$ cat config.mk
export PLATFORM = sky130hd
export DESIGN_NAME = unordered_priority_queue
export DESIGN_NICKNAME = d
export VERILOG_FILES = /design/src/rtl/upq_pkg.sv /design/src/rtl/upq_cell.sv /design/src/rtl/unordered_priority_queue.sv
export SDC_FILE = /design/constraint.sdc
export NUM_CORES = 2
export LEC_CHECK = 0
export BUFFER_PORTS_ARGS = -buffer_cell sky130_fd_sc_hd__buf_4
export CAP_MARGIN = 0
export CORE_MARGIN = 1.5
export CORE_UTILIZATION = 50
export DETAILED_ROUTE_END_ITERATION = 10
export GPL_ROUTABILITY_DRIVEN = 0
export PLACE_DENSITY = 0.72
export SETUP_SLACK_MARGIN = 0.15
export SLEW_MARGIN = 20
export SYNTH_ARGS = -nofsm -noshare
export SYNTH_HDL_FRONTEND = slang
export SYNTH_SLANG_ARGS = --single-unit
$ cat constraint.sdc
create_clock -name clk -period 6.31 [get_ports clk]
set_input_delay 0.3155 -clock clk [delete_from_list [all_inputs] [get_ports clk]]
set_output_delay 0.3155 -clock clk [all_outputs]
set_load 0.05 [all_outputs]
$ cat src/rtl/upq_pkg.sv
// upq_pkg: shared types, codes and default sizes of the priority queue.
// Used by upq_cell and unordered_priority_queue; depends on nothing.

package upq_pkg;

    // Default sizes, handed to the top level as parameter defaults
    localparam int QUEUE_DEPTH_DEF   = 16;
    localparam int PRIORITY_BITS_DEF = 8;
    localparam int PAYLOAD_BITS_DEF  = 32;

    // Operation codes on the kind port
    localparam logic KIND_ENQ = 1'b0;
    localparam logic KIND_DEQ = 1'b1;

    // Result status codes
    typedef enum logic [1:0] {
        STATUS_OK    = 2'd0,
        STATUS_EMPTY = 2'd1,
        STATUS_FULL  = 2'd2
    } status_t;

    // Per-cycle command broadcast to every cell
    typedef struct packed {
        logic push;   // accepted enqueue that fits
        logic pop;    // accepted dequeue from a non-empty queue
    } cell_ctrl_t;

endpackage

$ cat src/rtl/upq_cell.sv
// upq_cell: one slot of the sorted job chain (priority plus payload).
// Depends on upq_pkg for the command struct.

module upq_cell #(
    parameter int PRIORITY_BITS = upq_pkg::PRIORITY_BITS_DEF,
    parameter int PAYLOAD_BITS  = upq_pkg::PAYLOAD_BITS_DEF
) (
    input  logic                     clk,
    input  upq_pkg::cell_ctrl_t      ctrl,
    input  logic                     occupied,
    input  logic [PRIORITY_BITS-1:0] new_prio,
    input  logic [PAYLOAD_BITS-1:0]  new_payload,
    input  logic                     left_open,
    input  logic [PRIORITY_BITS-1:0] left_prio,
    input  logic [PAYLOAD_BITS-1:0]  left_payload,
    input  logic [PRIORITY_BITS-1:0] right_prio,
    input  logic [PAYLOAD_BITS-1:0]  right_payload,
    output logic                     open,
    output logic [PRIORITY_BITS-1:0] prio,
    output logic [PAYLOAD_BITS-1:0]  payload
);

    logic [PRIORITY_BITS-1:0] prio_reg;
    logic [PRIORITY_BITS-1:0] prio_next;
    logic [PAYLOAD_BITS-1:0]  payload_reg;
    logic [PAYLOAD_BITS-1:0]  payload_next;

    // Slot gives way to a new job: empty, or holds a strictly lower priority.
    // Equal priorities stay ahead, which keeps arrival order among ties.
    assign open = !occupied || (prio_reg < new_prio);

    // Next slot contents
    always_comb
    begin
        prio_next    = prio_reg;
        payload_next = payload_reg;
        if (ctrl.push && open)
        begin
            if (left_open)
            begin
                // insertion point is further up: shift back by one
                prio_next    = left_prio;
                payload_next = left_payload;
            end
            else
            begin
                // first open slot: the new job lands here
                prio_next    = new_prio;
                payload_next = new_payload;
            end
        end
        else if (ctrl.pop)
        begin
            // head leaves, everything moves forward one slot
            prio_next    = right_prio;
            payload_next = right_payload;
        end
    end

    // Slot storage, priority and payload: occupancy comes from the fill count
    always_ff @(posedge clk)
    begin
        prio_reg    <= prio_next;
        payload_reg <= payload_next;
    end

    assign prio    = prio_reg;
    assign payload = payload_reg;

endmodule

$ cat src/rtl/unordered_priority_queue.sv
// unordered_priority_queue: bounded job queue, dequeue returns highest priority.
// Depends on upq_pkg and upq_cell (a chain of QUEUE_DEPTH sorted slots).
//
//  channel   | handshake                | fields
//  ----------+--------------------------+-----------------------------------------
//  command   | start / busy             | kind, job_priority, job_payload
//  result    | done (one-cycle strobe)  | status, out_priority, out_payload,
//            |                          | occupancy
//
// A command transfers at a rising edge with start high and busy low; busy is
// always low, so a command may transfer in every cycle. Its result is on the
// result ports for the cycle right after, marked by done. Each cell compares
// its own priority with the incoming one and all cells shift together, so
// the rate is one command per clock. Reset (rst_n low, asynchronous) empties
// the queue through the fill count; slot contents are not cleared. The
// receiver cannot stall: a result is gone after its done cycle.

module unordered_priority_queue #(
    parameter int QUEUE_DEPTH   = upq_pkg::QUEUE_DEPTH_DEF,
    parameter int PRIORITY_BITS = upq_pkg::PRIORITY_BITS_DEF,
    parameter int PAYLOAD_BITS  = upq_pkg::PAYLOAD_BITS_DEF
) (
    input  logic                             clk,
    input  logic                             rst_n,
    input  logic                             start,
    output logic                             busy,
    input  logic                             kind,
    input  logic [PRIORITY_BITS-1:0]         job_priority,
    input  logic [PAYLOAD_BITS-1:0]          job_payload,
    output logic                             done,
    output logic [1:0]                       status,
    output logic [PRIORITY_BITS-1:0]         out_priority,
    output logic [PAYLOAD_BITS-1:0]          out_payload,
    output logic [$clog2(QUEUE_DEPTH+1)-1:0] occupancy
);

    localparam int CNT_W = $clog2(QUEUE_DEPTH + 1);

    logic [CNT_W-1:0]         count_reg;
    logic [CNT_W-1:0]         count_next;
    logic                     done_reg;
    logic                     done_next;
    upq_pkg::status_t         status_reg;
    upq_pkg::status_t         status_next;
    logic [PRIORITY_BITS-1:0] out_prio_reg;
    logic [PRIORITY_BITS-1:0] out_prio_next;
    logic [PAYLOAD_BITS-1:0]  out_payload_reg;
    logic [PAYLOAD_BITS-1:0]  out_payload_next;
    logic [CNT_W-1:0]         occ_reg;

    logic                     full;
    logic                     empty;
    upq_pkg::cell_ctrl_t      ctrl;

    logic                     cell_open    [QUEUE_DEPTH];
    logic [PRIORITY_BITS-1:0] cell_prio    [QUEUE_DEPTH];
    logic [PAYLOAD_BITS-1:0]  cell_payload [QUEUE_DEPTH];

    assign busy  = 1'b0;
    assign full  = (count_reg == CNT_W'(QUEUE_DEPTH));
    assign empty = (count_reg == '0);

    // Command decode for the cell chain
    always_comb
    begin
        ctrl.push = start && (kind == upq_pkg::KIND_ENQ) && !full;
        ctrl.pop  = start && (kind == upq_pkg::KIND_DEQ) && !empty;
    end

    // Cell chain, slot 0 holds the head (highest priority, oldest among ties)
    genvar gi;
    generate
        for (gi = 0; gi < QUEUE_DEPTH; gi++)
        begin : g_cell
            logic                     l_open;
            logic [PRIORITY_BITS-1:0] l_prio;
            logic [PAYLOAD_BITS-1:0]  l_payload;
            logic [PRIORITY_BITS-1:0] r_prio;
            logic [PAYLOAD_BITS-1:0]  r_payload;

            if (gi == 0)
            begin : g_head
                assign l_open    = 1'b0;
                assign l_prio    = '0;
                assign l_payload = '0;
            end
            else
            begin : g_mid
                assign l_open    = cell_open[gi-1];
                assign l_prio    = cell_prio[gi-1];
                assign l_payload = cell_payload[gi-1];
            end

            if (gi == QUEUE_DEPTH - 1)
            begin : g_tail
                assign r_prio    = '0;
                assign r_payload = '0;
            end
            else
            begin : g_body
                assign r_prio    = cell_prio[gi+1];
                assign r_payload = cell_payload[gi+1];
            end

            upq_cell #(
                .PRIORITY_BITS (PRIORITY_BITS),
                .PAYLOAD_BITS  (PAYLOAD_BITS)
            ) u_cell (
                .clk           (clk),
                .ctrl          (ctrl),
                .occupied      (CNT_W'(gi) < count_reg),
                .new_prio      (job_priority),
                .new_payload   (job_payload),
                .left_open     (l_open),
                .left_prio     (l_prio),
                .left_payload  (l_payload),
                .right_prio    (r_prio),
                .right_payload (r_payload),
                .open          (cell_open[gi]),
                .prio          (cell_prio[gi]),
                .payload       (cell_payload[gi])
            );
        end
    endgenerate

    // Fill count and result values
    always_comb
    begin
        count_next       = count_reg;
        done_next        = start;
        status_next      = upq_pkg::STATUS_OK;
        out_prio_next    = '0;
        out_payload_next = '0;
        if (start)
        begin
            case (kind)
                upq_pkg::KIND_ENQ:
                begin
                    if (full)
                        status_next = upq_pkg::STATUS_FULL;
                    else
                        count_next = count_reg + CNT_W'(1);
                end
                upq_pkg::KIND_DEQ:
                begin
                    if (empty)
                        status_next = upq_pkg::STATUS_EMPTY;
                    else
                    begin
                        count_next       = count_reg - CNT_W'(1);
                        out_prio_next    = cell_prio[0];
                        out_payload_next = cell_payload[0];
                    end
                end
                default:
                begin
                    count_next = count_reg;
                end
            endcase
        end
    end

    // Control registers
    always_ff @(posedge clk or negedge rst_n)
    begin
        if (!rst_n)
        begin
            count_reg <= '0;
            done_reg  <= 1'b0;
        end
        else
        begin
            count_reg <= count_next;
            done_reg  <= done_next;
        end
    end

    // Result payload registers
    always_ff @(posedge clk)
    begin
        status_reg      <= status_next;
        out_prio_reg    <= out_prio_next;
        out_payload_reg <= out_payload_next;
        occ_reg         <= count_next;
    end

    assign done         = done_reg;
    assign status       = status_reg;
    assign out_priority = out_prio_reg;
    assign out_payload  = out_payload_reg;
    assign occupancy    = occ_reg;

endmodule
==> reports/metrics.cfg <==
[outcome]
status=complete, no violations

[global_route]
grt_pass1_vias=30000
grt_pass1_wl_mm=176
track_usage_pct=28.5
antenna_found_initial=1
grt_max_degree=86
grt-ovfl-total=0

[yosys]
ys_types=59
synth_nets=3598
synthArstFlopShare_pct=0.866
yosysWarnings=0
synth_seq_cells=693
mappedNetlistArea_sq_um=38600
synthFlopType=edfxtp_1
synthTopCellsByArea=edfxtp_1 50%, mux2_2 7.8%, a21oi_1 7.3%, mux2i_1 6.2%, a31oi_1 4.6%
postSynthCellCount=3438
synth_top_area_share_pct=49.8
yosysSeqAreaShare_pct=52.6
syn_area_per_cell_sq_um=11.2
yosysTopAreaCell=edfxtp_1
synth_edf_count=640

[power_and_ir_drop]
switching_share_pct=37.6
total_power_mw=18.6
seq_power_share_pct=39.8
p_leak_nw=15.2
comb_power_share_pct=36.3
internal_power_mw=11.6
power_density_nw_per_um2=441
peakVddDrop_uv=306
power_switching_mw=6.99
clkPwrFrac_pct=23.9

[sta]
rsz0062_at_grt=no
finClkSkew_ns=0.0230
slew_viol_final=0
layout_min_cycle_time_ns=4.58
hold_viol_final=0
timing.slew.headroom_pct=22.6
worst_slew_pin_slew_ns=1.16
fmax_ghz=0.218
min_period_over_period_pct=72.6
setup_tns_ns=0
setup_violations=0

[setup_path]
cp_slowest_cell=nor2_4
crit_path_start_kind=flop
r2r_start=count_reg[1]
worst_path_most_repeated_cell=buf_4
ff2ff_setup_slack_ns=1.73
path_class=reg -> reg
endpoint=g_cell[3].u_cell.payload[2]
worstPathCellList=inv_1, ha_1, and4bb_2, nor2_4, buf_4, and2_1, nand2b_2, buf_4
endpoint_kind=flop
critPathLaunch=count_reg[1]
cp_data_required_time_ns=6.62
cpPeakStageDelay_ns=0.83
reg2reg_to=g_cell[3].u_cell.payload[2]
cp.arrival_ns=4.89
rr_worst_depth=8
path_max_fanout=46

[clock_tree]
h-tree-depth=3
clkLatencyLatePin_ns=0.64
clockRootBuffer=clkbuf_16
clkTransAtPathRegs_ns=0.06
cts_resized=0
clkSinkCount=693
cts_tree=built
post-cts-setup-buffer-count=0
clock_path_buffers=3
cts_buffers=77
holdBufCountCts=2

[routing]
vias=29800
drt-initial-drc-count=3252
antenna_left=0
via_per_inst=6.80
wirelength_mm=114
post_drt_wl_per_cell_microns=26.1
drc_errors=0
drt_first_pass_iters=6

[placement]
numPlacedInstances=4245
io_buffer_count=91
place_hpwl_mm=73.7

[finish]
fin_cells=4386
drive_above_1_share_pct=17.9
fin_nets=3456
mostFrequentLayoutCells=640 x edfxtp_1, 556 x a21oi_1, 328 x nand3_1, 282 x a31oi_1, 267 x mux2_2
fillers=6416
postLayoutCoreUtil_pct=55.4
mostFrequentLayoutCell=edfxtp_1
diodes=0
area_delta_synth_final_pct=9.33
largest_register_ffs=512

[floorplan]
io_pins=93
die_area_sq_um=78800
std_cell_rows=101
start_util_pct=50.6
die_w_microns=281
core_sq_um=76200
die_y_microns=281

[run]
cap_violations=0

[min_path]
min_path_type=in -> async

[stage by stage]
step | hold slack (ns) | setup WS, ns | area, sq um
floorplan | 0.0199 | 1.61 | 38600
finish | 0.0541 | 1.73 | 42200
detailed placement | 0.144 | 1.55 | 39700
global route | 0.0353 | 1.63 | 42200
CTS | 0.0217 | 1.86 | 42200
global placement | 0.143 | 1.54 | 39700
[how the worst min path moves through the flow]
stage	from	end	slack [ns]	depth (start not counted)
finish	rst_n	done	0.05	2
global route	rst_n	done	0.04	2
CTS	rst_n	done	0.02	2
detailed placement	rst_n	done	0.14	1
global placement	rst_n	done	0.14	1
floorplan	rst_n	count_reg[0]	0.02	0
[area by class of cell]
| cell class | count | area [sq um] | area share [%] |
|---|---|---|---|
| flip-flops and latches | 693 | 20300 | 48.2 |
| multi-input cells | 2347 | 16900 | 40.0 |
| clock buffers | 95 | 2050 | 4.85 |
| well taps | 1030 | 1290 | 3.06 |
| repair buffers | 163 | 1250 | 2.96 |
| clock inverters | 44 | 373 | 0.884 |
| inverters | 14 | 52.6 | 0.125 |
[synth_stat cells (3+ instances only)]
cell / number
buf_1: 6
nor2_1: 13
o22ai_1: 4
mux2i_1: 240
a21o_1: 10
o21a_1: 8
a32oi_1: 6
and2_1: 47
buf_2: 86
a21oi_2: 3
nand2_1: 33
o21ai_0: 264
nand2b_1: 39
buf_4: 36
or3_1: 3
nand3_1: 329
dfrtp_1: 6
dfxtp_1: 47
buf_6: 16
o311ai_1: 3
nand4_1: 10
a211o_1: 3
a2111o_1: 8
mux2_1: 13
mux2_2: 267
edfxtp_1: 640
clkbuf_1: 240
o21ai_1: 4
a211oi_1: 41
nor3_1: 4
a2111oi_0: 4
a21oi_1: 562
ha_1: 116
a31oi_1: 282
inv_1: 14
[power by group through the flow]
stage	clock, mW	sequential [mW]	combinational, mW
after floorplan	0	7.20	5.00
after global placement	0	7.47	6.41
after detailed placement	0	7.47	6.60
after CTS	4.48	7.39	6.63
after global routing	4.64	7.50	7.28
final	4.43	7.40	6.75
[routing by layer]
layer	global-route usage [%]	wire (microns)	up-vias	share of wire, %
li1	-	-	13100	-
met1	38.9	46800	14900	41
met2	45.9	54000	1599	47
met3	5.05	9860	291	8.6
met4	9.52	3760	0	3.3
met5	0	0	-	0
[cell families (layout without fill, tap and decap cells)]
logic type	Yosys count	count (layout)	synth area share, %
adder cells (fa/ha/maj)	116	116	3.76
buffers and inverters	398	316	4.81
multiplexers	520	520	14.4
other	1	1	0.00972
AND/OR/NAND/NOR	489	489	6.61
AO/OA/AOI/OAI	1220	1220	17.7
XOR/XNOR	1	1	0.0227
flip-flops	693	693	52.6
[critical path, delay by kind of cell (launching register included)]
kind	cells	cell delay, ns
adders and majority gates	1	0.28
buffers and inverters	3	1.20
DFF	1	0.72
and+or+nand+nor	4	2.03
Note: power is estimated with default switching activity, not from simulation.
